<file path="config.mk">
export PLATFORM = sky130hd
export DESIGN_NAME = ogs_ram
export DESIGN_NICKNAME = d
export VERILOG_FILES = /design/src/hw/rtl/ogs_ram.sv
export SDC_FILE = /design/constraint.sdc
export NUM_CORES = 1
export LEC_CHECK = 0
export BUFFER_PORTS_ARGS = -buffer_cell sky130_fd_sc_hd__clkbuf_2
export CORE_AREA = 2 2 99 101
export CTS_BUF_LIST = sky130_fd_sc_hd__clkbuf_8
export DETAILED_ROUTE_END_ITERATION = 10
export DIE_AREA = 0 0 101 103
export GPL_TIMING_DRIVEN = 0
export PLACE_DENSITY = 0.77
export SYNTH_ARGS = -nofsm -noshare
export SYNTH_HDL_FRONTEND = slang
export SYNTH_SLANG_ARGS = --single-unit
</file>
<file path="constraint.sdc">
create_clock -name clk_i -period 1.9 [get_ports clk_i]
set_input_delay 0.19 -clock clk_i [delete_from_list [all_inputs] [get_ports clk_i]]
set_output_delay 0.19 -clock clk_i [all_outputs]
set_load 0.005 [all_outputs]
</file>
<file path="src/hw/rtl/ogs_ram.sv">
// Single-port synchronous RAM with a registered read.
`default_nettype none

module ogs_ram #(
  parameter int unsigned Width = 8,
  parameter int unsigned Depth = 16,
  parameter int unsigned AddrW = (Depth > 1) ? $clog2(Depth) : 1
) (
  input  wire logic             clk_i,
  input  wire logic             en_i,
  input  wire logic             we_i,
  input  wire logic [AddrW-1:0] addr_i,
  input  wire logic [Width-1:0] wdata_i,
  output logic      [Width-1:0] rdata_o
);

  logic [Width-1:0] mem [Depth];

  always_ff @(posedge clk_i) begin
    if (en_i) begin
      if (we_i) begin
        mem[addr_i] <= wdata_i;
      end else begin
        rdata_o <= mem[addr_i];
      end
    end
  end

endmodule

`default_nettype wire

</file>
# After elaboration in Yosys (flattened, before gate mapping)
# Memories as Yosys holds them, arrays and structs flattened. A register that Yosys moved wholly into a read port is not among the register bits.
# Index checks and enable logic that the tools add are counted.
# op_classes
add_sub_neg	0
n_div	0
bitwise	1
multipliers	0
n_lt_le_gt_ge	0
shifts	0
n_mux	3
eq_ne	0
n_reduce_logical	1
# op_table
op	count
$mux W1	3
$reduce_and A2 Y1	1
$not A1 Y1	1
# word_totals
latchBits	0
romBits	0
out_inout_bits	8
mem_bits_rw	128
word_cells	6
regBits	0
n_memories	1
# mem_list
memory	words	word_bits	rd	rd_clocked_by_memory_dff	write_ports	line_no	text
mem	16	8	1	1	1	17	logic [Width-1:0] mem [Depth];

# Logic depth before layout (Yosys ltp)
# Gate-level depths: netlist (run 1).
# depth
word_depth	3
mapped_depth	5
ltp_nobuf	3

# Least setup slack after synthesis (run 1)
# Ideal clock, no wire load.
# synth_timing
kind	input -> register
startpoint	input addr_i[0]
endpoint	memory mem[0][0] (enable)
slack_ns	-0.012
path_stages	4
t_arrival_ns	1.529
path_buffers	2
path_cell_list	buf_6 buf_2 or3_1 nor3_1
# synth_rtl
item	line_no	text
from (decl)	12	input wire logic [AddrW-1:0] addr_i,
to (decl)	17	
# No word-level cell before the write port.

# Worst setup path in the final report (run 1)
# layout_timing
startpoint	input addr_i[1]
endpoint	memory mem[11][0] (enable)
# No word-level cell before the write port.

==> results of run 1 <==
-- timing repair --
item	in CTS	in global routing
resized for setup	3	2
cloned	0	0
endpoints found under the hold margin	0	0
endpoints found under the setup margin	24	56
-- cell usage after synthesis --
library cell / instances
buf_2: 3
mux4_2: 16
nand2b_1: 2
buf_1: 2
nand2_1: 10
buf_6: 2
or3_1: 1
nor3_1: 4
clkbuf_1: 5
buf_8: 1
nor2b_1: 3
and2_1: 1
nand4_1: 1
nand4b_1: 2
nor2_1: 13
edfxtp_1: 136
a22oi_1: 16
mux4_1: 16
-- per-layer routing --
layer	share of wire	wire length, µm
met5	0	0
met1	0.43	4057
met3	0.068	646
met2	0.48	4575
met4	0.020	190
-- sequential cells by signal (all words and copies together) (netlist names) --
name	count
mem	128
rdata_o	8
-- final timing paths --
check	startpoint	endpoint	slack, ps
max	addr_i[1]	mem[11][0]$_DFFE_PP_	70
min	wdata_i[5]	mem[13][5]$_DFFE_PP_	230
max reg2reg	mem[2][0]$_DFFE_PP_	rdata_o[0]$_DFFE_PP_	350
min reg2reg	mem[0][5]$_DFFE_PP_	rdata_o[5]$_DFFE_PP_	760
-- logic make-up after synthesis --
logic type | Yosys count | synth area share
AND/OR/NAND/NOR | 37 | 0.03321
flip-flops | 136 | 0.7797
multiplexers | 32 | 0.1491
buffers and inverters | 13 | 0.01505
AO/OA/AOI/OAI | 16 | 0.02293
-- power groups by stage --
stage / Combinational, µW / Sequential, µW / Clock (µW)
final: 281 / 3350 / 2480
after global routing: 305 / 3360 / 2630
after CTS: 282 / 3350 / 2500
after detailed placement: 279 / 3420 / 0
after global placement: 269 / 3420 / 0
after floorplan: 161 / 3420 / 0
-- layout make-up --
| class | count | area [µm²] |
|---|---|---|
| Fill cell | 628 | 3537 |
| Sequential cell | 136 | 4084 |
| Clock inverter | 14 | 182.7 |
| Timing Repair Buffer | 20 | 100.1 |
| Tap cell | 114 | 142.6 |
| Multi-Input combinational cell | 85 | 1100 |
| Clock buffer | 17 | 234.0 |
| Buffer | 13 | 78.83 |
-- stage by stage --
stage	setup WS (ps)	total power, µW	utilization
2_1_floorplan	20.29	3580	-
3_3_place_gp	-661.1	3686	0.5799
3_5_place_dp	-696.9	3700	0.5799
4_1_cts	43.49	6140	0.6255
5_1_grt	-103.7	6292	0.6261
6_report	66.92	6114	0.6261
==> results.yml, run 1 <==
logic_synthesis:
  ys_seq_elements: 136
  syn_nets: 249
  syn_area_um2: 5238
  yosysUniqueCellTypes: 18
  yosysTopAreaCellShare: 0.7797
  syn_inst: 234
  avgSynthCellArea_um2: 22.38
  yosysWarnings: 0
  yosysTopAreaCell: "edfxtp_1"
  synth_area_leaders: "edfxtp_1 (78%), mux4_1 (8.0%), mux4_2 (6.9%)"
  ys_seq_area_frac: 0.7797
critical_path:
  crit_buf_inv: 2
  worstPathCellList: "buf_2 -> buf_1 -> nand4_1 -> nor2_1"
  critical-path-top-delay-family: "simple AND/OR/NAND/NOR gates"
  end_kind: "flip-flop"
  crit_fanout: 10
  crit_type: "in2reg"
  start_kind: "input pin"
  crit_required_ps: 1950
  arrival_ps: 1880
  slowest_delay_ps: 670
  rr_worst_depth: 3
  path_depth: 4
  critPathSlowestCell: "nor2_1"
layout:
  mostFrequentLayoutCell: "edfxtp_1"
  final_nets: 288
  final_cell_area_um2: 5922
  layout_common_cells: "edfxtp_1 (136), clkbuf_2 (20), clkbuf_8 (17)"
  diodes: 0
  layout-drive-gt1-share: 0.2737
  fin_cells: 399
  syn_to_final_growth_pct: 13.07
timing:
  period_share: 0.9648
  finalMaxSlewViolations: 0
  tightest_slew_ps: 837.6
  setup-violations-final: 0
  skew_ps: 12.72
  hold_violations: 0
  fmax_mhz: 545.5
  setup_tns_ps: 0
  rsz0062_at_grt: "yes"
  worst_hold_slack_ps: 226.1
  fin_crit_ps: 1833
  slew-limit-headroom: 0.4404
detailed_routing:
  first_pass_iters: 5
  via_count: 2416
  routedWlPerCell_um: 23.73
  drtIter0Drc: 221
  viasPerCell: 6.055
  drc_errors: 0
  final_antenna_net_count: 0
  wirelength_mm: 9.469
grt:
  antenna_found_initial: 0
  grt_pass1_vias: 2423
  grt_use_met2: 0.2964
  busiest_layer: "met2"
  met1_usage: 0.2944
  grt_pass1_wl_mm: 14.24
  grt_use_met3: 0.05492
  globalRouteTotalUtil: 0.2028
  grt_max_degree: 17
  gr-total-overflow: 0
place:
  gp_congestion: 0.7844
  place_area_um2: 5485
  dp.cells: 368
  hpwl_mm: 5.880
  port-buffer-count: 20
floorplanning:
  pin_count: 23
  core_area_um2: 9459
  placementRows: 36
  die_w_um: 101
  die-area_um2: 10400
  start_util: 0.5537
  die_h_um: 103
pwr:
  p_comb_frac: 0.046
  irDropWorstVdd_uv: 403.9
  p_per_area_nw_per_um2: 1032
  p_int_uw: 4865
  clkPwrFrac: 0.405
  power_leakage_uw: 0.001947
  switchingPower_uw: 1249
  p_seq_frac: 0.548
  swShare: 0.2043
job:
  cap_violations: 0
cts:
  ctsHoldBuffers: 0
  postCtsSetupBuffers: 0
  numCtsBuffers: 17
  root_buffer: "clkbuf_8"
  insertion_delay_ps: 430
  htree_levels: 4
  max-clock-path-buffers: 2
  cts.sinks: 136
  cts_tree: "built"
  path_clk_slew_ps: 80
min_path:
  hold_depth: 1
  hp-class: "in2reg"
status:
  status: "complete, no violations"
(Power assumes the default switching activity.)
==> run 2: changes to the inputs <==
- CORE_AREA: 2 2 99 101 -> 2 2 102 104
- CTS_BUF_LIST: sky130_fd_sc_hd__clkbuf_8 -> not set
- DIE_AREA: 0 0 101 103 -> 0 0 104 106
- PLACE_DENSITY: 0.77 -> 0.73
==> results.yml, run 2 (same netlist as run 1, synthesis figures left out) <==
grt:
  globalRouteTotalUtil: 0.1996
  antenna_found_initial: 0
  gr-total-overflow: 0
  grt_max_degree: 17
  grt_pass1_wl_mm: 15.40
  grt_pass1_vias: 2516
detailed_routing:
  final_antenna_net_count: 0
  wirelength_mm: 9.973
  first_pass_iters: 4
  via_count: 2474
  viasPerCell: 5.863
  drtIter0Drc: 198
  drc_errors: 0
  routedWlPerCell_um: 23.63
cts:
  cts_tree: "built"
  ctsResizeCount: 3
  ctsHoldBuffers: 0
  cts.sinks: 136
  path_clk_slew_ps: 60
  insertion_delay_ps: 510
  root_buffer: "clkbuf_8"
  numCtsBuffers: 17
  max-clock-path-buffers: 2
  htree_levels: 4
  postCtsSetupBuffers: 0
place:
  hpwl_mm: 6.129
  port-buffer-count: 20
  place_ws_ps: -860.1
  gp_congestion: 0.8148
timing:
  tightest_slew_ps: 769.3
  setup_tns_ps: 0
  setup-violations-final: 0
  skew_ps: 17.06
  period_share: 0.9753
  fmax_mhz: 539.6
  fin_crit_ps: 1853
  rsz0062_at_grt: "yes"
  hold_violations: 0
  slew-limit-headroom: 0.4844
  fin_ws_ps: 46.87
  worst_hold_slack_ps: 134.9
  finalMaxSlewViolations: 0
layout:
  syn_to_final_growth_pct: 17.06
  layout-drive-gt1-share: 0.2797
  layout_common_cells: "edfxtp_1 (136), clkbuf_2 (20)"
  top_regs: "mem x128, rdata_o x8"
  largest_reg_flops: 128
  mostFrequentLayoutCell: "edfxtp_1"
  final_nets: 288
  diodes: 0
  largest-register: "mem"
  fillers: 706
pwr:
  swShare: 0.2059
  p_int_uw: 5467
  p_seq_frac: 0.488
  power_leakage_uw: 0.002020
  p_comb_frac: 0.041
  irDropWorstVdd_uv: 719.2
  p_per_area_nw_per_um2: 1123
  switchingPower_uw: 1418
  clkPwrFrac: 0.471
critical_path:
  critical-path-top-delay-family: "simple AND/OR/NAND/NOR gates"
  critPathSlowestCell: "nor2_1"
  crit_fanout: 10
  crit_required_ps: 2030
  arrival_ps: 1980
  end_kind: "flip-flop"
  start_kind: "input pin"
  crit_buf_inv: 2
  crit_type: "in2reg"
  worstPathCellList: "buf_2 -> buf_1 -> nand4_1 -> nor2_1"
  slowest_delay_ps: 700
floorplanning:
  die-area_um2: 11020
  die_w_um: 104
  pin_count: 23
  start_util: 0.5238
  core_area_um2: 10000
  placementRows: 37
  die_h_um: 106
status:
  status: "complete, no violations"
job:
  cap_violations: 0
min_path:
  hp-class: "in2reg"
-- run 2: final cells by class --
class,count,area [µm²],share of cell area
Sequential cell,136,4084,0.6661
Multi-Input combinational cell,85,1109,0.1808
Clock buffer,18,417.9,0.06816
Clock inverter,14,171.4,0.02796
Tap cell,136,170.2,0.02776
Timing Repair Buffer,20,100.1,0.01633
Buffer,13,78.83,0.01286
-- run 2: power by group through the flow --
stage	registers, µW	clock network, µW	logic, µW
3_3_place_gp	3420	0	270
3_5_place_dp	3420	0	282
6_report	3360	3240	285
4_1_cts	3360	3280	286
5_1_grt	3360	3390	308
2_1_floorplan	3420	0	161
-- run 2: final timing paths --
check	from	end	slack, ps	cells after the start
worst max-delay path	addr_i[1]	mem[15][5]$_DFFE_PP_	50	4
worst min-delay path	wdata_i[6]	mem[8][6]$_DFFE_PP_	130	1
worst max register to register	mem[9][3]$_DFFE_PP_	rdata_o[3]$_DFFE_PP_	250	3
worst min register to register	mem[7][4]$_DFFE_PP_	rdata_o[4]$_DFFE_PP_	760	3
-- run 2: metrics by stage --
step                      total power, µW  cells  utilization  cell area, µm²
final                                6885    422       0.6131            6131
after global routing                 7060    422       0.6131            6131
after CTS                            6921    422       0.6117            6117
after detailed placement             3703    390       0.5513            5513
after global placement               3688    390       0.5513            5513
after floorplan                      3580    234            -            5243
-- run 2: layer usage --
layer	part of all wire	global-route usage
met5	0	0
met4	0.0046	0.07819
met3	0.054	0.04598
met2	0.54	0.3289
met1	0.41	0.2619
