==> src/hw/rtl/ogs_pkg.sv <==
// Types, constants and codes shared by the occupancy grid store.
`default_nettype none

package ogs_pkg;

  localparam int unsigned MaxColumns = 256;
  localparam int unsigned MaxRows    = 256;
  localparam int unsigned Depth      = MaxColumns * MaxRows;
  localparam int unsigned AddrW      = $clog2(Depth);
  localparam int unsigned ColW       = (MaxColumns > 1) ? $clog2(MaxColumns) : 1;
  // wide enough to hold MaxRows itself
  localparam int unsigned RowW       = $clog2(MaxRows + 1);

  localparam int unsigned CoordW = 16;
  localparam int unsigned DiffW  = CoordW + 1;
  localparam int unsigned StampW = 32;
  localparam int unsigned ProbW  = 17;
  localparam int unsigned TtlW   = 16;
  localparam int unsigned DimW   = 9;

  localparam logic [ProbW-1:0] ProbOne  = ProbW'(65536);
  localparam logic [ProbW-1:0] ProbZero = '0;

  localparam int unsigned PaddrW  = 5;
  localparam int unsigned PdataW  = 32;
  localparam int unsigned RegIdxW = 3;

  typedef enum logic [RegIdxW-1:0] {
    RegOriginX    = 3'd0,
    RegOriginY    = 3'd1,
    RegGridWidth  = 3'd2,
    RegGridHeight = 3'd3,
    RegTtlTicks   = 3'd4
  } reg_e;

  typedef enum logic {
    OpWrite = 1'b0,
    OpRead  = 1'b1
  } op_e;

  typedef enum logic [2:0] {
    StClear,
    StIdle,
    StLocate,
    StRead,
    StFuse,
    StWrite
  } state_e;

  typedef struct packed {
    op_e                       opcode;
    logic signed [CoordW-1:0]  cell_x;
    logic signed [CoordW-1:0]  cell_y;
    logic [StampW-1:0]         time_stamp;
    logic [ProbW-1:0]          probability;
  } in_item_t;

  typedef struct packed {
    logic             ok;
    logic [ProbW-1:0] cell_probability;
  } out_item_t;

  typedef struct packed {
    logic signed [CoordW-1:0] origin_x;
    logic signed [CoordW-1:0] origin_y;
    logic [DimW-1:0]          grid_width;
    logic [DimW-1:0]          grid_height;
    logic [TtlW-1:0]          ttl_ticks;
  } cfg_t;

  typedef struct packed {
    logic              valid;
    logic [StampW-1:0] stamp;
    logic [ProbW-1:0]  prob;
  } cell_t;

  localparam int unsigned CellW = $bits(cell_t);

endpackage

`default_nettype wire

==> src/hw/rtl/ogs_cfg_regs.sv <==
// APB-style configuration registers of the occupancy grid store.
`default_nettype none

module ogs_cfg_regs (
  input  wire logic                        clk_i,
  input  wire logic                        rst_ni,
  input  wire logic                        psel,
  input  wire logic                        penable,
  input  wire logic                        pwrite,
  input  wire logic [ogs_pkg::PaddrW-1:0]  paddr,
  input  wire logic [ogs_pkg::PdataW-1:0]  pwdata,
  output logic      [ogs_pkg::PdataW-1:0]  prdata,
  output logic                             pready,
  output ogs_pkg::cfg_t                    cfg_o
);

  ogs_pkg::cfg_t cfg_q, cfg_d;
  ogs_pkg::reg_e idx;
  logic          wr_en;

  assign pready = 1'b1;
  assign idx    = ogs_pkg::reg_e'(paddr[ogs_pkg::PaddrW-1:2]);
  assign wr_en  = psel && penable && pwrite && pready;

  always_comb begin
    cfg_d = cfg_q;
    if (wr_en) begin
      case (idx)
        ogs_pkg::RegOriginX:    cfg_d.origin_x    = pwdata[ogs_pkg::CoordW-1:0];
        ogs_pkg::RegOriginY:    cfg_d.origin_y    = pwdata[ogs_pkg::CoordW-1:0];
        ogs_pkg::RegGridWidth:  cfg_d.grid_width  = pwdata[ogs_pkg::DimW-1:0];
        ogs_pkg::RegGridHeight: cfg_d.grid_height = pwdata[ogs_pkg::DimW-1:0];
        ogs_pkg::RegTtlTicks:   cfg_d.ttl_ticks   = pwdata[ogs_pkg::TtlW-1:0];
        default: ;
      endcase
    end
  end

  always_comb begin
    case (idx)
      ogs_pkg::RegOriginX:    prdata = ogs_pkg::PdataW'($unsigned(cfg_q.origin_x));
      ogs_pkg::RegOriginY:    prdata = ogs_pkg::PdataW'($unsigned(cfg_q.origin_y));
      ogs_pkg::RegGridWidth:  prdata = ogs_pkg::PdataW'(cfg_q.grid_width);
      ogs_pkg::RegGridHeight: prdata = ogs_pkg::PdataW'(cfg_q.grid_height);
      ogs_pkg::RegTtlTicks:   prdata = ogs_pkg::PdataW'(cfg_q.ttl_ticks);
      default:                prdata = '0;
    endcase
  end

  always_ff @(posedge clk_i or negedge rst_ni) begin
    if (!rst_ni) begin
      cfg_q.origin_x    <= '0;
      cfg_q.origin_y    <= '0;
      cfg_q.grid_width  <= ogs_pkg::DimW'(201);
      cfg_q.grid_height <= ogs_pkg::DimW'(201);
      cfg_q.ttl_ticks   <= ogs_pkg::TtlW'(120);
    end else begin
      cfg_q <= cfg_d;
    end
  end

  assign cfg_o = cfg_q;

endmodule

`default_nettype wire

==> config.mk <==
export PLATFORM = sky130hd
export DESIGN_NAME = ogs_cfg_regs
export DESIGN_NICKNAME = d
export VERILOG_FILES = /design/src/hw/rtl/ogs_pkg.sv /design/src/hw/rtl/ogs_cfg_regs.sv
export SDC_FILE = /design/constraint.sdc
export NUM_CORES = 1
export LEC_CHECK = 0
export BUFFER_PORTS_ARGS = -buffer_cell sky130_fd_sc_hd__buf_2
export CORE_AREA = 2 2 89 91
export CTS_CLUSTER_DIAMETER = 60
export DETAILED_ROUTE_END_ITERATION = 7
export DIE_AREA = 0 0 91 93
export GPL_ROUTABILITY_DRIVEN = 0
export PLACE_DENSITY = 0.74
export SYNTH_ARGS = -nofsm -noshare
export SYNTH_HDL_FRONTEND = slang
export SYNTH_SLANG_ARGS = --single-unit
==> constraint.sdc <==
create_clock -name clk_i -period 5.4 [get_ports clk_i]
set_clock_uncertainty 0.2 [all_clocks]
set_input_delay 1.08 -clock clk_i [delete_from_list [all_inputs] [get_ports clk_i]]
set_output_delay 1.08 -clock clk_i [all_outputs]
set_load 0.02 [all_outputs]
## Word level (Yosys, flattened, before mapping)

Index checks and enable logic that the tools add are counted.

| word-level totals | value |
|---|---|
| bits in registers | 66 |
| input port bits | 42 |
| output and inout port bits | 99 |
| word-level logic and storage cells | 18 |

| cells by class | value |
|---|---|
| equal/unequal tests | 4 |
| multiplexer cells | 1 |
| reduce and logical (&&, ||, !) cells | 8 |

Operators by type and width:

| kind | number |
|---|---|
| one-hot mux 16 bit (5 select lines) | 1 |
| AND reduction 2 bit | 5 |
| == test 3 x 2 -> 1 bit (second input constant) | 2 |
| == test 3 x 1 -> 1 bit (second input constant) | 1 |
| == test 3 bit (second input constant) | 1 |
| zero test 3 bit | 1 |
| logical AND 1 bit | 2 |

## Logic depth before layout (Yosys ltp)

| depth | value |
|---|---|
| depth in word-level cells | 3 |
| gate-level depth with buffers | 6 |
| gate-level depth less buffers | 3 |

## Least setup slack after synthesis

OpenSTA, ideal clock, no wires.

| timing | value |
|---|---|
| path type | input to output |
| start | input port paddr[2] (netlist name) |
| end | output port prdata[0] (netlist name) |
| data arrival time | 2,280 ps |
| required time | 4,120 ps |
| slack | 1,840 ps |
| cell stages on the path | 5 |
| buffers on the path | 2 |
| cells stage by stage | buf_6 > nor2b_1 > buf_2 > a22oi_1 > o21ai_0 |

| on the way | value |
|---|---|
| word-level cells in the longest chain between the ends | 2 |
| elaborated cells on any way between the ends | 6 |
| those cells by class | 4 x eq/ne; 1 x mux; 1 x reduce/logical |

Ends and longest elaborated chain:

| element | line | RTL |
|---|---|---|
| start: declaration | ogs_cfg_regs.sv:10 | `input wire logic [ogs_pkg::PaddrW-1:0] paddr,` |
| == test 3 bit (tied with other cells) | ogs_cfg_regs.sv:40 | `case (idx)` |
| one-hot mux 16 bit (5 select lines) * | ogs_cfg_regs.sv:40 |  |
| end: declaration | ogs_cfg_regs.sv:12 | `output logic [ogs_pkg::PdataW-1:0] prdata,` |

Every way passes the cells marked *; elsewhere a longest branch is shown, timed or not.

## Worst setup path in the final report

| timing | value |
|---|---|
| start | input port paddr[2] (netlist name) |
| end | output port prdata[1] (netlist name) |

Same word-level chain as after synthesis.

==> impl_metrics.py <==
metrics = {
    "status": {
        "status": "finished clean",
    },
    "sta": {
        "slew_violations": 0,
        "tightestPinTransition_ps": 1045,
        "finalHoldViolations": 0,
        "tns_ps": 0,
        "slew_headroom_pct": 30.33,
        "layout_min_cycle_time_ps": 4095,
        "period_share_pct": 75.83,
        "max_freq_ghz": 0.2442,
        "rsz0062_at_grt": "no",
        "setup_viol": 0,
    },
    "place": {
        "dp_hpwl_microns": 5374,
        "postPlaceCellArea_sq_um": 3814,
        "io_buffers": 105,
    },
    "cells_and_area": {
        "fin_nets": 389,
        "area_delta_synth_final_pct": 22.73,
        "n_fill_cell": 697,
        "drive_gt1_share_pct": 63.64,
        "largest_reg_flops": 66,
        "final_common_cell": "buf_2",
        "diodes": 0,
        "final_cell_mix": "105 x buf_2, 62 x mux2_2, 54 x dfrtp_1, 20 x mux2_4, 17 x conb_1",
        "final_area_sq_um": 4046,
    },
    "floorplan": {
        "ios": 141,
        "die_h_microns": 93,
        "rows": 32,
        "initial_core_util_pct": 43.80,
        "die-area_sq_um": 8463,
        "coreArea_sq_um": 7527,
        "die_w_microns": 91,
    },
    "detailed_routing": {
        "firstDrtPassIters": 4,
        "drc": 0,
        "via_per_inst": 5.159,
        "avgRoutedWirePerCell_microns": 17.85,
        "vias": 2342,
        "drt_iter0_drc": 73,
        "ant_nets": 0,
        "wl_microns": 8106,
    },
    "worst_setup_path": {
        "cp_max_fo": 17,
        "end_kind": "output port",
        "critical_path_class": "in2out",
        "rr_worst_depth": 1,
        "critPathLaunchType": "input port",
        "crit_arrival_ps": 2810,
        "critPathRequiredTime_ps": 4120,
    },
    "global_routing": {
        "grt_pass1_wl_microns": 12900,
        "grt_max_degree": 67,
        "antenna_found_initial": 0,
        "first_global_vias": 2389,
        "grt_usage_pct": 19.78,
        "grt_overflow_total": 0,
    },
    "synthesis": {
        "synthAdderAreaFrac_pct": 0,
        "synth_top_family_by_area": "multiplexers",
        "synth_cell_types": 27,
        "ys_seq_elements": 66,
        "synth-simple-area-share_pct": 5.427,
        "yosys_warnings": 0,
        "synth_compound_area_share_pct": 6.224,
        "synth_area_sq_um": 3297,
        "synth.area.mux_share_pct": 30.59,
        "syn_area_per_cell_sq_um": 13.51,
        "syn_inst": 244,
        "synth-xor-area-share_pct": 0,
        "ys_seq_area_share_pct": 50.55,
    },
    "clock_network": {
        "cts_made_buffers": 9,
        "htree_levels": 3,
        "cts.sinks": 66,
        "clkTransAtPathRegs_ps": 70,
        "root_buffer": "clkbuf_8",
        "cts_tree": "built",
        "holdBufCountCts": 0,
        "cts_setup_buffers": 0,
        "ctsResizeCount": 0,
        "clock_latency_ps": 340,
        "clk_path_buf_depth": 2,
    },
    "pwr": {
        "p_per_area_nw_per_um2": 406.8,
        "leakagePower_nw": 2.046,
        "irDropWorstVdd_mv": 0.1759,
    },
    "flow_run": {
        "drv_cap": 0,
    },
    "hold_path": {
        "whs_path_depth": 1,
        "hold_path_class": "reg2reg",
    },
}
## power by group
| part | switching (mW) | internal (mW) |
|---|---|---|
| combinational | 0.275 | 0.203 |
| clock | 0.185 | 0.304 |
| sequential | 0.0743 | 0.604 |
## layout make-up
| cell class | instances | area [sq um] | area share, % |
|---|---|---|---|
| clock buffer | 10 | 127.6 | 3.154 |
| clock inverter | 6 | 105.1 | 2.597 |
| inverter | 1 | 3.754 | 0.09276 |
| multi-input combinational | 161 | 1468 | 36.27 |
| sequential | 66 | 1667 | 41.19 |
| tap | 102 | 127.6 | 3.154 |
| timing repair buffer | 108 | 548.0 | 13.54 |
## cells in the mapped netlist (all sizes together)
| cell type | n | area share (%) |
|---|---|---|
| nand4b | 1 | 0.72 |
| dfstp | 12 | 9.6 |
| nor2 | 2 | 0.30 |
| or3 | 2 | 0.38 |
| nor2b | 3 | 0.65 |
| dfrtp | 54 | 41 |
| conb | 2 | 0.23 |
| o21ai | 8 | 1.2 |
| nor3 | 1 | 0.30 |
| buf | 27 | 6.4 |
| nor3b | 2 | 0.80 |
| nand3 | 3 | 0.46 |
| nand2 | 16 | 1.8 |
| clkbuf | 4 | 0.46 |
| a21oi | 7 | 1.1 |
| mux2i | 1 | 0.30 |
| a32oi | 8 | 2.1 |
| a22oi | 8 | 1.8 |
| inv | 1 | 0.11 |
| mux2 | 82 | 30 |
## layer usage
layer / wire length (microns) / vias to the layer above / global-route usage, %
li1: - / 1052 / -
met1: 3682 / 1179 / 26.31
met2: 3810 / 101 / 32.65
met3: 532 / 10 / 4.674
met4: 80 / 0 / 5.303
met5: 0 / - / 0
## metrics by stage
stage                     hold slack, ps  total power [mW]  worst slack, ps  utilization, %  instances
after global placement             309.1             1.154             1348           50.66        438
after detailed placement           314.6             1.167             1332           50.66        438
final                              331.6             1.646             1305           53.76        454
after global routing               355.7             1.718             1188           53.76        454
after floorplan                    451.1            0.9993             1840               -        259
after CTS                          330.2             1.660             1352           53.76        454
## logic make-up (layout without fill, tap and decap cells)
group	after synthesis	count (layout)
mux	83	83
compound gates	31	31
other cells	2	17
buf+inv	32	125
flops	66	66
simple gates	30	30
## critical path: stages
cell and delay (ps):
buf_2 350, nor2b_1 560, buf_4 300, a22oi_1 100, o21ai_0 220, buf_2 200
## path summary, 6_finish.rpt
kind	from	to	slack [ps]
max	paddr[2]	prdata[1]	1310
min	cfg_o[26]	cfg_o[26]	330
max reg2reg	cfg_o[57]	cfg_o[57]	4400
min reg2reg	cfg_o[26]	cfg_o[26]	330
max in group asynchronous	rst_ni	cfg_o[13]	3730
min in group asynchronous	rst_ni	cfg_o[30]	720
(Power assumes the default switching activity.)
