### src/hw/rtl/ogs_pkg.sv
// Types, constants and codes shared by the occupancy grid store.
`default_nettype none

package ogs_pkg;

  localparam int unsigned MaxColumns = 256;
  localparam int unsigned MaxRows    = 256;
  localparam int unsigned Depth      = MaxColumns * MaxRows;
  localparam int unsigned AddrW      = $clog2(Depth);
  localparam int unsigned ColW       = (MaxColumns > 1) ? $clog2(MaxColumns) : 1;
  // wide enough to hold MaxRows itself
  localparam int unsigned RowW       = $clog2(MaxRows + 1);

  localparam int unsigned CoordW = 16;
  localparam int unsigned DiffW  = CoordW + 1;
  localparam int unsigned StampW = 32;
  localparam int unsigned ProbW  = 17;
  localparam int unsigned TtlW   = 16;
  localparam int unsigned DimW   = 9;

  localparam logic [ProbW-1:0] ProbOne  = ProbW'(65536);
  localparam logic [ProbW-1:0] ProbZero = '0;

  localparam int unsigned PaddrW  = 5;
  localparam int unsigned PdataW  = 32;
  localparam int unsigned RegIdxW = 3;

  typedef enum logic [RegIdxW-1:0] {
    RegOriginX    = 3'd0,
    RegOriginY    = 3'd1,
    RegGridWidth  = 3'd2,
    RegGridHeight = 3'd3,
    RegTtlTicks   = 3'd4
  } reg_e;

  typedef enum logic {
    OpWrite = 1'b0,
    OpRead  = 1'b1
  } op_e;

  typedef enum logic [2:0] {
    StClear,
    StIdle,
    StLocate,
    StRead,
    StFuse,
    StWrite
  } state_e;

  typedef struct packed {
    op_e                       opcode;
    logic signed [CoordW-1:0]  cell_x;
    logic signed [CoordW-1:0]  cell_y;
    logic [StampW-1:0]         time_stamp;
    logic [ProbW-1:0]          probability;
  } in_item_t;

  typedef struct packed {
    logic             ok;
    logic [ProbW-1:0] cell_probability;
  } out_item_t;

  typedef struct packed {
    logic signed [CoordW-1:0] origin_x;
    logic signed [CoordW-1:0] origin_y;
    logic [DimW-1:0]          grid_width;
    logic [DimW-1:0]          grid_height;
    logic [TtlW-1:0]          ttl_ticks;
  } cfg_t;

  typedef struct packed {
    logic              valid;
    logic [StampW-1:0] stamp;
    logic [ProbW-1:0]  prob;
  } cell_t;

  localparam int unsigned CellW = $bits(cell_t);

endpackage

`default_nettype wire

### src/hw/rtl/ogs_ctrl.sv
// Sequencer of the grid store: clear after reset, then locate, read, fuse, write back, answer.
`default_nettype none

module ogs_ctrl (
  input  wire logic                       clk_i,
  input  wire logic                       rst_ni,
  input  wire ogs_pkg::cfg_t              cfg_i,
  input  wire logic                       in_valid_i,
  output logic                            in_stall_o,
  input  wire ogs_pkg::in_item_t          in_data_i,
  output logic                            out_valid_o,
  input  wire logic                       out_stall_i,
  output ogs_pkg::out_item_t              out_data_o,
  output logic                            mem_en_o,
  output logic                            mem_we_o,
  output logic [ogs_pkg::AddrW-1:0]       mem_addr_o,
  output ogs_pkg::cell_t                  mem_wdata_o,
  input  wire ogs_pkg::cell_t             mem_rdata_i
);

  localparam int unsigned ProdW = 2 * ogs_pkg::ProbW;

  ogs_pkg::state_e state_q, state_d;

  logic [ogs_pkg::AddrW-1:0] clr_q, clr_d;
  logic                      clr_last;

  ogs_pkg::in_item_t                item_q, item_d;
  logic signed [ogs_pkg::DiffW-1:0] dx_q, dy_q;
  logic                             inside_q;
  logic [ogs_pkg::AddrW-1:0]        addr_q;
  logic [ProdW-1:0]                 prod_q;
  logic                             hit_q, live_q;
  logic [ogs_pkg::ProbW-1:0]        oldp_q;

  logic                      out_valid_q;
  ogs_pkg::out_item_t        out_data_q, out_data_d;

  // FSM outputs
  logic accept, load_loc, load_fuse, finish, clearing;

  // datapath
  logic [ogs_pkg::ProbW-1:0]             p_sat;
  logic [ogs_pkg::DiffW-1:0]             w_eff, h_eff;
  logic                                  inside_d;
  logic [ogs_pkg::ColW+ogs_pkg::RowW-1:0] col_base;
  logic [ogs_pkg::AddrW-1:0]             addr_d;
  logic [ProdW-1:0]                      prod_d, rnd;
  logic [ogs_pkg::ProbW-1:0]             fused, new_p;
  logic [ogs_pkg::StampW:0]              expiry;
  logic                                  hit_d, live_d, out_free, is_write;

  assign clr_last = (clr_q == ogs_pkg::AddrW'(ogs_pkg::Depth - 1));
  assign out_free = !out_valid_q || !out_stall_i;
  assign is_write = (item_q.opcode == ogs_pkg::OpWrite);

  // next state
  always_comb begin
    state_d = state_q;
    case (state_q)
      ogs_pkg::StClear:  if (clr_last) state_d = ogs_pkg::StIdle;
      ogs_pkg::StIdle:   if (in_valid_i) state_d = ogs_pkg::StLocate;
      ogs_pkg::StLocate: state_d = ogs_pkg::StRead;
      ogs_pkg::StRead:   state_d = ogs_pkg::StFuse;
      ogs_pkg::StFuse:   state_d = ogs_pkg::StWrite;
      ogs_pkg::StWrite:  if (out_free) state_d = ogs_pkg::StIdle;
      default:           state_d = ogs_pkg::StClear;
    endcase
  end

  // FSM outputs
  always_comb begin
    in_stall_o = 1'b1;
    accept     = 1'b0;
    load_loc   = 1'b0;
    load_fuse  = 1'b0;
    finish     = 1'b0;
    clearing   = 1'b0;
    mem_en_o   = 1'b0;
    mem_we_o   = 1'b0;
    mem_addr_o = addr_q;
    case (state_q)
      ogs_pkg::StClear: begin
        clearing   = 1'b1;
        mem_en_o   = 1'b1;
        mem_we_o   = 1'b1;
        mem_addr_o = clr_q;
      end
      ogs_pkg::StIdle: begin
        in_stall_o = 1'b0;
        accept     = in_valid_i;
      end
      ogs_pkg::StLocate: load_loc = 1'b1;
      ogs_pkg::StRead:   mem_en_o = inside_q;
      ogs_pkg::StFuse:   load_fuse = 1'b1;
      ogs_pkg::StWrite: begin
        finish   = out_free;
        mem_en_o = out_free && is_write && inside_q;
        mem_we_o = out_free && is_write && inside_q;
      end
      default: ;
    endcase
  end

  // locate: origin offset, bounds and column-major address
  assign p_sat = (in_data_i.probability > ogs_pkg::ProbOne) ? ogs_pkg::ProbOne
                                                            : in_data_i.probability;
  assign w_eff = (ogs_pkg::DiffW'(cfg_i.grid_width) > ogs_pkg::DiffW'(ogs_pkg::MaxColumns))
               ? ogs_pkg::DiffW'(ogs_pkg::MaxColumns) : ogs_pkg::DiffW'(cfg_i.grid_width);
  assign h_eff = (ogs_pkg::DiffW'(cfg_i.grid_height) > ogs_pkg::DiffW'(ogs_pkg::MaxRows))
               ? ogs_pkg::DiffW'(ogs_pkg::MaxRows) : ogs_pkg::DiffW'(cfg_i.grid_height);
  assign inside_d = !dx_q[ogs_pkg::DiffW-1] && !dy_q[ogs_pkg::DiffW-1]
                 && ($unsigned(dx_q) < w_eff) && ($unsigned(dy_q) < h_eff);
  assign col_base = dx_q[ogs_pkg::ColW-1:0] * h_eff[ogs_pkg::RowW-1:0];
  assign addr_d   = col_base[ogs_pkg::AddrW-1:0]
                  + ogs_pkg::AddrW'(dy_q[ogs_pkg::RowW-1:0]);

  // captured beat, probability already saturated to one
  always_comb begin
    item_d             = in_data_i;
    item_d.probability = p_sat;
  end

  // fuse: 1 - (1 - p) * old, product registered before rounding
  assign prod_d = (ogs_pkg::ProbOne - item_q.probability) * mem_rdata_i.prob;
  assign hit_d  = mem_rdata_i.valid && (mem_rdata_i.stamp == item_q.time_stamp);
  assign expiry = {1'b0, mem_rdata_i.stamp} + (ogs_pkg::StampW+1)'(cfg_i.ttl_ticks);
  assign live_d = mem_rdata_i.valid && (expiry >= {1'b0, item_q.time_stamp});

  assign rnd   = prod_q + ProdW'(32768);
  assign fused = ogs_pkg::ProbOne - rnd[ogs_pkg::ProbW+15:16];
  assign new_p = hit_q ? fused : item_q.probability;

  always_comb begin
    if (clearing) begin
      mem_wdata_o = '0;
    end else begin
      mem_wdata_o.valid = 1'b1;
      mem_wdata_o.stamp = item_q.time_stamp;
      mem_wdata_o.prob  = new_p;
    end
  end

  always_comb begin
    out_data_d.ok               = is_write ? inside_q : (inside_q && live_q);
    out_data_d.cell_probability = (!is_write && inside_q && live_q) ? oldp_q
                                                                     : ogs_pkg::ProbZero;
  end

  assign clr_d = clr_q + ogs_pkg::AddrW'(1);

  always_ff @(posedge clk_i or negedge rst_ni) begin
    if (!rst_ni) begin
      state_q     <= ogs_pkg::StClear;
      clr_q       <= '0;
      out_valid_q <= 1'b0;
    end else begin
      state_q <= state_d;
      if (clearing) begin
        clr_q <= clr_d;
      end
      if (finish) begin
        out_valid_q <= 1'b1;
      end else if (!out_stall_i) begin
        out_valid_q <= 1'b0;
      end
    end
  end

  always_ff @(posedge clk_i) begin
    if (accept) begin
      item_q <= item_d;
      dx_q <= ogs_pkg::DiffW'(in_data_i.cell_x) - ogs_pkg::DiffW'(cfg_i.origin_x);
      dy_q <= ogs_pkg::DiffW'(in_data_i.cell_y) - ogs_pkg::DiffW'(cfg_i.origin_y);
    end
    if (load_loc) begin
      inside_q <= inside_d;
      addr_q   <= addr_d;
    end
    if (load_fuse) begin
      prod_q <= prod_d;
      hit_q  <= hit_d;
      live_q <= live_d;
      oldp_q <= mem_rdata_i.prob;
    end
    if (finish) begin
      out_data_q <= out_data_d;
    end
  end

  assign out_valid_o = out_valid_q;
  assign out_data_o  = out_data_q;

  a_out_from_write : assert property (@(posedge clk_i) disable iff (!rst_ni)
    $rose(out_valid_q) |-> $past(state_q == ogs_pkg::StWrite))
    else $error("result raised outside write-back");

  a_we_only_writes : assert property (@(posedge clk_i) disable iff (!rst_ni)
    (mem_we_o && state_q != ogs_pkg::StClear) |-> (is_write && inside_q))
    else $error("store written by a read or an outside cell");

  a_fused_range : assert property (@(posedge clk_i) disable iff (!rst_ni)
    (state_q == ogs_pkg::StWrite && hit_q) |-> (fused <= ogs_pkg::ProbOne))
    else $error("fused probability above one");

  a_read_latency : assert property (@(posedge clk_i) disable iff (!rst_ni)
    (state_q == ogs_pkg::StFuse) |-> $past(state_q == ogs_pkg::StRead))
    else $error("fuse stage entered without a store read");

endmodule

`default_nettype wire

### config.mk
export PLATFORM = sky130hd
export DESIGN_NAME = ogs_ctrl
export DESIGN_NICKNAME = d
export VERILOG_FILES = /design/src/hw/rtl/ogs_pkg.sv /design/src/hw/rtl/ogs_ctrl.sv
export SDC_FILE = /design/constraint.sdc
export NUM_CORES = 1
export LEC_CHECK = 0
export ABC_CLOCK_PERIOD_IN_PS = 13720
export BUFFER_PORTS_ARGS = -buffer_cell sky130_fd_sc_hd__buf_2
export CAP_MARGIN = 10
export CORE_MARGIN = 10
export CORE_UTILIZATION = 45
export DETAILED_ROUTE_END_ITERATION = 10
export SYNTH_ARGS = -nofsm -noshare
export SYNTH_HDL_FRONTEND = slang
export SYNTH_SLANG_ARGS = --single-unit
export TNS_END_PERCENT = 30
### constraint.sdc
create_clock -name clk_i -period 13.72 [get_ports clk_i]
set_input_delay 2.744 -clock clk_i [delete_from_list [all_inputs] [get_ports clk_i]]
set_output_delay 2.744 -clock clk_i [all_outputs]
set_load 0.01 [all_outputs]
Word-level counts from Yosys, hierarchy flattened
Cells that the tools add are included.
- flip-flop bits (word level): 191
- bits of input ports: 202
- output and inout bits: 88
- logic and storage cells: 81
- equality and inequality tests: 11
- muxes and demuxes: 20
- add/sub/neg operators: 8
- multipliers: 2
- reductions and logical operators: 17
- $lt $le $gt $ge: 6
- bitwise logic cells: 1
- operators by type and width (cell ; count):
    50-bit two-way mux ; 1
    17-bit by 9-bit < comparator with 1-bit output ; 2
    16-bit by 16-bit subtractor with 17-bit output ; 2
    32-bit by 16-bit adder with 33-bit output ; 1
    33-bit by 16-bit adder with 33-bit output, second input constant ; 1
    33-bit by 32-bit >= comparator with 1-bit output ; 1
    18-bit by 18-bit multiplier with 33-bit output ; 1
    32-bit equality test ; 1
    9-bit greater-than comparator, second input constant ; 2
    9-bit two-way mux ; 2
    3-bit one-hot mux with 6 select lines ; 1
    17-bit by 17-bit subtractor with 18-bit output, first input constant ; 1
    17-bit greater-than comparator, second input constant ; 1
    17-bit two-way mux ; 1
    17-bit subtractor, first input constant ; 1
    16-bit by 1-bit adder with 16-bit output, second input constant ; 1
    16-bit by 9-bit adder with 16-bit output ; 1
    16-bit equality test, second input constant ; 1
    8-bit by 9-bit multiplier with 16-bit output ; 1
    16-bit two-way mux ; 1
    1-bit logical AND ; 10
    1-bit two-way mux ; 9
    3-bit two-way mux ; 3
    3-bit by 2-bit equality test with 1-bit output, second input constant ; 2
    other kinds (11) ; 17

Depth between registers and ports, before layout
Gate-level depths: netlist of run 1.
- depth in word-level cells: 5
- mapped depth: 30
- gate-level depth less buffers: 27

Least setup slack after synthesis of run 1
Ideal clock, no wire load.
- path kind: input-to-reg
- from: input mem_rdata_i[9] in the netlist's numbering
- to: register prod_q[30], data pin
- path slack: 4.925 ns
- stages on the path: 22
- path buffers: 2
- required time: 13.458 ns
- data arrival time: 8.533 ns
- cell sequence: clkbuf_1 -> clkbuf_1 -> nand2_1 -> fa_1 -> inv_1 -> fa_1 -> fa_1 -> fa_1 -> fa_1 -> inv_1 -> fa_1 -> inv_1 -> ha_1 -> a211oi_1 -> or3b_1 -> and3_1 -> a22o_1 -> a211oi_2 -> nor3_1 -> nor3_2 -> o21ai_1 -> xor2_1
- cells in the longest elaborated chain, start to end: 1
- ends and longest elaborated chain (element ; RTL line ; RTL):
    start: declaration ; ogs_ctrl.sv:18 ; input wire ogs_pkg::cell_t mem_rdata_i
    18-bit by 18-bit multiplier with 33-bit output ; ogs_ctrl.sv:125 ; assign prod_d = (ogs_pkg::ProbOne - item_q.probability) * mem_rdata_i.prob;
    via prod_d[30] ; ogs_ctrl.sv:48 ; logic [ProdW-1:0] prod_d, rnd;
    end signal: assignment ; ogs_ctrl.sv:181 ; prod_q <= prod_d;
    end: declaration ; ogs_ctrl.sv:32 ; logic [ProdW-1:0] prod_q;
The timed path passes the listed nets, and every way through them passes these cells.
A chain may end at the register's enable or synchronous reset.

Worst setup path after layout of run 1
Same ends and word-level chain as after synthesis.

==> reports/qor.csv, run 1 <==
metric;value;unit
Die ar.;64790;sq um
Setup crit end kind;flip-flop;
Detailed Route WL;65.89;mm
Slew Viols, Final;0;
max-cap violations;0;
Fmax;114.0;MHz
Async SR Flop Fraction;0.1136;
Post-CTS Repair Setup Buffers;0;
YS warnings;0;
type of the most critical hold path;flip-flop to flip-flop;
CTS Root Cell;clkbuf_16;
DP HPWL;53.81;mm
RSZ-0062 raised after global routing;false;
Worst Skew;20.02;ps
CORE AREA;54130;sq um
Critical Path RT;13940;ps
worst path arrival time;8990;ps
syn_area_per_cell;9.323;sq um
I/O Pins;290;
CTS tree;built;
flops & latches, synth;176;
Top FF cell, synth;edfxtp_1;
CTS H-tree lvls;4;
Sink Count;176;
Initial DRT Pass Iterations;6;
Final ANT Viol Nets;0;
startpoint types;primary input;
gp weighted congestion;0.8764;
final setup TNS;0;ps
via/cell ratio;5.145;
largest net degree at the start of global routing;67;
Vias;18560;
Row Count;85;
first-pass GRT wire length;106.6;mm
Final Setup Violations;0;
crit-path max FO;19;
GRT Total Usage;0.2097;
final hold violation count;0;
# diodes;0;
post-synth top area share;0.2726;
Die Ht;254.5;um
number of flops mapped to enable cells by yosys;156;
post_cts resized;0;
post-synth cell types;75;
clk slew on worst S/H paths;70;ps
Hold Buf Count CTS;0;
IO Port Bufs;289;
layout cells sized above 1;0.1267;
Slew @ Worst Pin;1191;ps
Area contributors post-synth;fa_1 27%, edfxtp_1 19%, ha_1 11%, inv_1 8.2%, and2_1 6.3%;
fin crit share;0.6393;
drt wl/cell;18.26;um
initial antenna violation count;0;
area grow syn2layout;11.34;%
area leader, netlist;fa_1;
drt drc;0;
Setup CP Type;primary input to flip-flop;
CTS buffer count;17;
total congestion overflow;0;
status;finished, final reports clean;
Layout Nets;3657;
Gate Count Post-Synth;2655;
Bufs on Longest Clock Path;2;
Post-Syn Area;24750;sq um
DP Worst Slack;4503;ps
worst setup margin;4949;ps
vias in the first global route;20040;
fin crit period;8771;ps
Initial Util;0.4573;
Slew Limit Headroom;0.2024;
worst-skew pair later-pin latency;480;ps
Synth Net Count;3413;
initial DRC count;1000;
Die Wd;254.5;um
sequential share of the synthesized area;0.2095;
-- worst max-delay path, cell delays in order --
cell and delay, ps:
buf_2 350, nand2_1 140, fa_1 580, inv_1 50, fa_1 480, fa_1 570, fa_1 430, fa_1 520
inv_1 60, fa_1 470, inv_1 40, ha_1 340, a211oi_1 380, or3b_1 430, and3_1 200, a22o_1 230
a211oi_2 290, nor3_1 150, nor3_2 240, o21ai_1 130, xor2_1 160
-- through the flow --
step,area [sq um],hold WS (ps),cells,utilization
global placement,26980,469.2,3576,0.4984
CTS,27560,500.7,3608,0.5091
detailed placement,26980,487.5,3576,0.4984
floorplan,24750,454.8,2655,-
global route,27560,526.9,3608,0.5091
finish,27560,497.3,3608,0.5091
-- kinds of logic after synthesis --
| group | after synthesis | synth area share |
|---|---|---|
| simple gates | 878 | 0.1799 |
| xor+xnor | 190 | 0.06753 |
| buf+inv | 621 | 0.09478 |
| mux | 7 | 0.002831 |
| compound gates | 227 | 0.06223 |
| fa+ha+maj | 556 | 0.3833 |
| flops | 176 | 0.2095 |
-- registers in the layout, summed over array words and instances, names as in the netlist --
register	cells
item_q	50
out_data_o	18
prod_q	18
dx_q	17
dy_q	17
oldp_q	17
addr_q	16
clr_q	16
state_q	3
hit_q	1
inside_q	1
live_q	1
out_valid_o	1
-- final cells by class --
class	count	area, sq um
tap	696	870.8
clock inverter	14	148.9
timing repair buffer	302	1544
fill	5076	26570
multi-input combinational	1858	17340
clock buffer	18	429.2
inverter	544	2042
sequential	176	5185
-- cells in the final DEF, fill, tap and decap left out, types with 4 or more instances in the layout --
cell       synthesis  final
inv_6              0      4
buf_4              0     13
nand4_1           22     22
edfxtp_1         156    156
nand3_1           43     43
a211oi_1          15     15
o21ai_0           38     38
xor2_1            57     53
nor2_1           133    132
and3_1            15     15
and4_1             4      4
ha_1             219    219
a211o_1            4      4
mux2i_1            7      7
nor3_1            36     35
nor2b_1           44     44
a21boi_0           7      7
nand2_1          271    271
xnor2_1          132    123
nand2b_1          13     13
xnor2_2            1     10
dfrtp_1           20     20
nor3b_1            5      4
a41oi_1            4      4
fa_1             337    337
o21bai_1           5      5
and2_1           248    248
inv_1            543    543
a21o_1            24     24
o22ai_1            5      5
buf_2              6    289
a31oi_1            5      5
xor2_2             0      4
o211ai_1           7      7
o21a_1            18     18
or3_1             10     10
nor4_1            15     15
clkbuf_16          0     17
a21oi_1           52     51
-- routing by layer --
| layer | GRT usage | share of wire | up-vias |
|---|---|---|---|
| li1 | - | - | 8815 |
| met5 | 0 | 0 | - |
| met1 | 0.2683 | 0.43 | 9186 |
| met4 | 0.04896 | 0.017 | 0 |
| met3 | 0.03776 | 0.057 | 71 |
| met2 | 0.3632 | 0.49 | 492 |
-- Yosys cell counts, drive strengths merged, types with 22 or more instances --
cell	number
fa	337
xor2	57
xnor2	133
nor2b	44
nand3	43
o21ai	41
inv	543
clkbuf	65
ha	219
and2	249
nand2	271
nor2	134
edfxtp	156
a21o	24
a21oi	54
nand4	22
nor3	38
-- worst paths after layout --
| check | startpoint | to | slack [ps] | depth (start not counted) |
|---|---|---|---|---|
| max in group asynchronous | rst_ni | clr_q[0]$_DFFE_PN0P_ | 11180 | 1 |
| min | clr_q[12]$_DFFE_PN0P_ | clr_q[12]$_DFFE_PN0P_ | 500 | 1 |
| max reg2reg | item_q[0]$_SDFFCE_PN0P_ | prod_q[30]$_DFFE_PN_ | 5170 | 26 |
| max | mem_rdata_i[9] | prod_q[30]$_DFFE_PN_ | 4950 | 21 |
| min in group asynchronous | rst_ni | clr_q[13]$_DFFE_PN0P_ | 2210 | 1 |
| min reg2reg | clr_q[12]$_DFFE_PN0P_ | clr_q[12]$_DFFE_PN0P_ | 500 | 1 |
Power of run 1 is not shown: default switching activity piles up to over one toggle a cycle in this logic, so the estimate is an artifact.
==> run 2, diff against run 1 <==
- ABC_CLOCK_PERIOD_IN_PS: 13720 -> 8600
- clock period: 13.72 -> 8.6 ns (I/O delays scaled with it)
==> run 2 against run 1 <==
  * Hold slack got worse by 15 ps
  * First-iteration DRC count fell by 5.0%
  * Via count barely moved
  * Sequential share of layout area fell by 0.073 points
  * Routed wire length fell by 0.58%
  * Cell area rose by 0.39%
  * Clock skew fell by 6.9 ps
  * Register-to-register slack got worse by 4700 ps
  * Core utilization rose by 0.20 points
  * Global-route usage fell by 0.35 points
  * Critical path type is now flip-flop to flip-flop
  * Largest cell class unchanged
==> reports/qor.csv, run 2 (synthesis results as in run 1) <==
metric;value;unit;change
first-pass GRT wire length;105.1;mm;was 106.6 mm
initial DRC count;950;;was 1000
CP delay by family, top;adder cells;;unchanged
Setup CP Type;flip-flop to flip-flop;;was primary input to flip-flop
area grow syn2layout;11.78;%;was 11.34%
critical path depth;27;;was 21
Crit-path slowest cell;fa_1;;unchanged
Die ar.;64790;sq um;unchanged
Slew Viols, Final;0;;unchanged
Detailed Route WL;65.51;mm;was 65.89 mm
GRT Total Usage;0.2062;;was 0.2097
CTS buffer count;17;;unchanged
Worst R2R End;prod_q[30]$_DFFE_PN_;;unchanged
fin crit share;0.9462;;
startpoint types;flip-flop;;was primary input
Die Wd;254.5;um;unchanged
total congestion overflow;0;;unchanged
layout cells sized above 1;0.1292;;was 0.1267
Initial DRT Pass Iterations;5;;was 6
CORE AREA;54130;sq um;unchanged
crit path from;item_q[4]$_SDFFCE_PN0P_;;was mem_rdata_i[9]
Setup crit end kind;flip-flop;;unchanged
final hold violation count;0;;unchanged
Vias;18550;;was 18560
Fillers;5096;;was 5076
reg2reg path depth;27;;was 26
status;finished, final reports clean;;unchanged
Final ANT Viol Nets;0;;unchanged
Row Count;85;;unchanged
crit-path max cell delay;520;ps;was 580 ps
R2R setup slack;460;ps;was 5170 ps
Critical Path RT;8820;ps;was 13940 ps
reg2reg start;item_q[4]$_SDFFCE_PN0P_;;was item_q[0]$_SDFFCE_PN0P_
largest net degree at the start of global routing;67;;unchanged
Reg area;5185;sq um;unchanged
Die Ht;254.5;um;unchanged
Post-CTS Repair Setup Buffers;0;;unchanged
IO Port Bufs;289;;unchanged
CTS H-tree lvls;4;;unchanged
Initial Util;0.4573;;unchanged
max FFs per register;50;;unchanged
CTS Root Cell;clkbuf_16;;unchanged
CP most frequent cell;fa_1;;unchanged
type of the most critical hold path;flip-flop to flip-flop;;unchanged
Worst Setup EP;prod_q[30]$_DFFE_PN_;;unchanged
Layout Utilization;0.5111;;was 0.5091
Final Setup Violations;0;;unchanged
register bank with the most flops;item_q;;unchanged
clk slew on worst S/H paths;70;ps;about the same
initial antenna violation count;5;;was 0
max-cap violations;0;;unchanged
WP buf/inv;4;;unchanged
worst path arrival time;8360;ps;was 8990 ps
CTS tree;built;;unchanged
commonest non-fill, non-tap cell in the layout;inv_1;;unchanged
Slew Limit Headroom;0.2492;;was 0.2024
vias in the first global route;19690;;was 20040
Layout Nets;3671;;was 3657
crit-path max FO;7;;was 19
leading cell types in the layout, fill and taps excluded;543 x inv_1, 337 x fa_1, 289 x buf_2;;unchanged
Bufs on Longest Clock Path;2;;unchanged
drt drc;0;;unchanged
Slew @ Worst Pin;1126;ps;was 1191 ps
I/O Pins;290;;unchanged
drt wl/cell;18.08;um;was 18.26 um
area of the multi-input gates;17310;sq um;was 17340 sq um
fin crit period;8138;ps;
Worst Skew;13.13;ps;was 20.02 ps
worst-skew pair later-pin latency;470;ps;was 480 ps
DP HPWL;54.22;mm;was 53.81 mm
Fmax;122.9;MHz;
Sink Count;176;;unchanged
gp weighted congestion;0.9051;;was 0.8764
via/cell ratio;5.120;;was 5.145
[run 2: stage by stage]
| step | area [sq um] | hold slack, ps | worst slack (ps) | instances | setup TNS [ps] |
|---|---|---|---|---|---|
| detailed placement | 27030 | 474.5 | 228.2 | 3590 | 0 |
| floorplan | 24750 | 454.8 | 829.1 | 2655 | 0 |
| finish | 27670 | 482.5 | 462.4 | 3623 | 0 |
| CTS | 27640 | 486.9 | 220.6 | 3622 | 0 |
| global placement | 27030 | 471.4 | 436.3 | 3590 | 0 |
| global route | 27670 | 497.2 | -8.452 | 3622 | -8.452 |
[run 2: area by class of cell]
| cell class | count | area share |
|---|---|---|
| tap | 696 | 0.03147 |
| sequential | 176 | 0.1874 |
| inverter | 544 | 0.07380 |
| multi-input combinational | 1858 | 0.6256 |
| clock buffer | 17 | 0.01538 |
| timing repair buffer | 316 | 0.05960 |
| antenna | 1 | 0.00009044 |
| clock inverter | 15 | 0.006648 |
[run 2: worst min-delay path by stage]
stage | endpoint | slack [ps] | startpoint | cells after the start
CTS | clr_q[7]$_DFFE_PN0P_ | 490 | clr_q[7]$_DFFE_PN0P_ | 1
floorplan | clr_q[7]$_DFFE_PN0P_ | 450 | clr_q[7]$_DFFE_PN0P_ | 1
global placement | clr_q[7]$_DFFE_PN0P_ | 470 | clr_q[7]$_DFFE_PN0P_ | 1
finish | clr_q[7]$_DFFE_PN0P_ | 480 | clr_q[7]$_DFFE_PN0P_ | 1
detailed placement | clr_q[7]$_DFFE_PN0P_ | 470 | clr_q[7]$_DFFE_PN0P_ | 1
global route | clr_q[7]$_DFFE_PN0P_ | 500 | clr_q[7]$_DFFE_PN0P_ | 1
[run 2: layer usage]
| metal | GRT usage | vias to the layer above | part of all wire |
|---|---|---|---|
| li1 | - | 8838 | - |
| met1 | 0.2741 | 9201 | 0.45 |
| met2 | 0.3459 | 454 | 0.48 |
| met3 | 0.03461 | 56 | 0.056 |
| met4 | 0.04998 | 2 | 0.018 |
| met5 | 0 | - | 0.00020 |
[run 2: repair_timing]
action                                  in CTS  in global routing
resized for setup                            0                  4
endpoints found under the hold margin        0                  0
endpoints found under the setup margin       0                  6
hold buffers                                 0                  0
Power of run 2 is left out for the same reason.
==> run 3, diff against run 2 <==
- ABC_CLOCK_PERIOD_IN_PS: 8600 -> 9400
- clock period: 8.6 -> 9.4 ns (I/O delays scaled with it)
==> run 3 against run 2 <==
  * Core utilization down 0.099 points
  * Global-route usage decreased by 0.24 points
  * Cell area fell by 0.19%
  * Critical path depth down 1
  * Die area stayed put
  * Highest routed layer is now met4
==> reports/qor.csv, run 3 (synthesis results as in run 1) <==
metric;value;unit;change
Post-CTS Repair Setup Buffers;0;;unchanged
Cells after DPL;3583;;was 3590
R2R setup slack;870;ps;was 460 ps
Die Wd;254.5;um;unchanged
HP Start;clr_q[12]$_DFFE_PN0P_;;was clr_q[7]$_DFFE_PN0P_
total congestion overflow;0;;unchanged
area grow syn2layout;11.56;%;was 11.78%
Initial Util;0.4573;;unchanged
Vias;18390;;was 18550
Critical Path RT;9620;ps;was 8820 ps
via/cell ratio;5.086;;was 5.120
layout cells sized above 1;0.1264;;was 0.1292
CORE AREA;54130;sq um;unchanged
Detailed Route WL;64.68;mm;was 65.51 mm
CTS Root Cell;clkbuf_16;;unchanged
M1 wire length;29.39;mm;was 29.51 mm
Slew Limit Headroom;0.2414;;was 0.2492
DP HPWL;53.22;mm;was 54.22 mm
max-cap violations;0;;unchanged
IO Port Bufs;289;;unchanged
RSZ-0062 raised after global routing;false;;
Layout Nets;3664;;was 3671
reg2reg path depth;26;;was 27
GRT Total Usage;0.2038;;was 0.2062
routed wl met2;31.55;mm;was 31.15 mm
CTS tree;built;;unchanged
initial DRC count;863;;was 950
largest net degree at the start of global routing;67;;unchanged
fin crit period;8526;ps;was 8138 ps
CTS H-tree lvls;4;;unchanged
Die ar.;64790;sq um;unchanged
max FFs per register;50;;unchanged
Slew @ Worst Pin;1132;ps;was 1126 ps
Worst Skew;17.43;ps;was 13.13 ps
worst path arrival time;8740;ps;was 8360 ps
drt wl/cell;17.89;um;was 18.08 um
leading cell types in the layout, fill and taps excluded;543 x inv_1, 337 x fa_1, 289 x buf_2;;unchanged
met3 wire len;3.021;mm;was 3.684 mm
worst-skew pair later-pin latency;470;ps;about the same
register bank with the most flops;item_q;;unchanged
type of the most critical hold path;flip-flop to flip-flop;;unchanged
crit-path max FO;10;;was 7
hold depth;1;;unchanged
final hold violation count;0;;unchanged
Slew Viols, Final;0;;unchanged
Post-Layout Cell Count;3616;;was 3623
fin crit share;0.9070;;was 0.9462
hold worst-path end;clr_q[12]$_DFFE_PN0P_;;was clr_q[7]$_DFFE_PN0P_
vias in the first global route;19510;;was 19690
gp weighted congestion;0.8735;;was 0.9051
CTS buffer count;17;;unchanged
Setup crit end kind;flip-flop;;unchanged
Worst R2R End;prod_q[30]$_DFFE_PN_;;unchanged
Setup CP Type;flip-flop to flip-flop;;unchanged
drt drc;0;;unchanged
Fmax;117.3;MHz;was 122.9 MHz
Hold Buf Count CTS;0;;unchanged
Die Ht;254.5;um;unchanged
commonest non-fill, non-tap cell in the layout;inv_1;;unchanged
Bufs on Longest Clock Path;2;;unchanged
first-pass GRT wire length;104.7;mm;was 105.1 mm
clk slew on worst S/H paths;80;ps;was 70 ps
initial antenna violation count;1;;was 5
Final Setup Violations;0;;unchanged
I/O Pins;290;;unchanged
status;finished, final reports clean;;unchanged
startpoint types;flip-flop;;unchanged
Initial DRT Pass Iterations;5;;unchanged
reg2reg start;item_q[4]$_SDFFCE_PN0P_;;unchanged
Row Count;85;;unchanged
final setup TNS;0;ps;unchanged
max layer used;met4;;was met5
Final ANT Viol Nets;0;;unchanged
post_cts resized;0;;unchanged
Sink Count;176;;unchanged
## run 3: changes by cell type in the layout (fill, tap and decap cells not counted), moves of 2 or more
| cell | previous run | this run |
|---|---|---|
| buf_4 | 27 | 20 |
| xnor2_2 | 7 | 4 |
| xnor2_1 | 126 | 129 |
| xor2_2 | 0 | 2 |
| xor2_1 | 57 | 55 |
## run 3: worst max-delay path by stage
stage / startpoint / endpoint / slack (ps) / cells past startpoint
2_1_floorplan: mem_rdata_i[9] / prod_q[30]$_DFFE_PN_ / 1470 / 22
3_3_place_gp: mem_rdata_i[9] / prod_q[30]$_DFFE_PN_ / 990 / 21
3_5_place_dp: mem_rdata_i[9] / prod_q[30]$_DFFE_PN_ / 860 / 21
4_1_cts: item_q[4]$_SDFFCE_PN0P_ / prod_q[30]$_DFFE_PN_ / 850 / 26
5_1_grt: item_q[4]$_SDFFCE_PN0P_ / prod_q[30]$_DFFE_PN_ / 500 / 26
6_report: item_q[4]$_SDFFCE_PN0P_ / prod_q[30]$_DFFE_PN_ / 870 / 26
## run 3: critical path, cell delays in order, from the launching register on
cell and delay [ps]:
edfxtp_1 490, nor4_2 370, nand2b_1 140, or4_4 460
o41a_1 330, nor2_1 530, buf_4 270, nand2_1 90
fa_1 560, inv_1 50, fa_1 480, fa_1 570
fa_1 430, fa_1 490, inv_1 50, fa_1 470
inv_1 40, ha_1 200, a211oi_1 290, or3b_1 420
and3_1 200, a22o_1 230, a211oi_2 430, nor3_1 180
nor3_2 260, o21ai_1 120, xor2_1 160
## run 3: final cells by class
| class | count | area (sq um) |
|---|---|---|
| antenna | 1 | 2.502 |
| clock buffer | 17 | 425.4 |
| clock inverter | 15 | 211.5 |
| fill | 5001 | 26520 |
| inverter | 544 | 2042 |
| multi-input combinational | 1858 | 17280 |
| sequential | 176 | 5185 |
| tap | 696 | 870.8 |
| timing repair buffer | 309 | 1597 |
## run 3: per-stage QoR
step | instance area (sq um) | hold WS (ps) | setup WS, ps | util
final | 27610 | 493.7 | 874.2 | 0.5101
after global routing | 27610 | 520.3 | 495.3 | 0.5101
after CTS | 27610 | 499.5 | 846.7 | 0.5101
after detailed placement | 26970 | 485.7 | 856.5 | 0.4983
after floorplan | 24750 | 454.8 | 1469 | -
after global placement | 26970 | 472.4 | 987.3 | 0.4983
## run 3: metal layers
metal / vias to the layer above / global-route usage
met4: 0 / 0.03400
met5: - / 0
li1: 8822 / -
met2: 415 / 0.3490
met3: 34 / 0.02982
met1: 9119 / 0.2734
Power of run 3 is left out for the same reason.
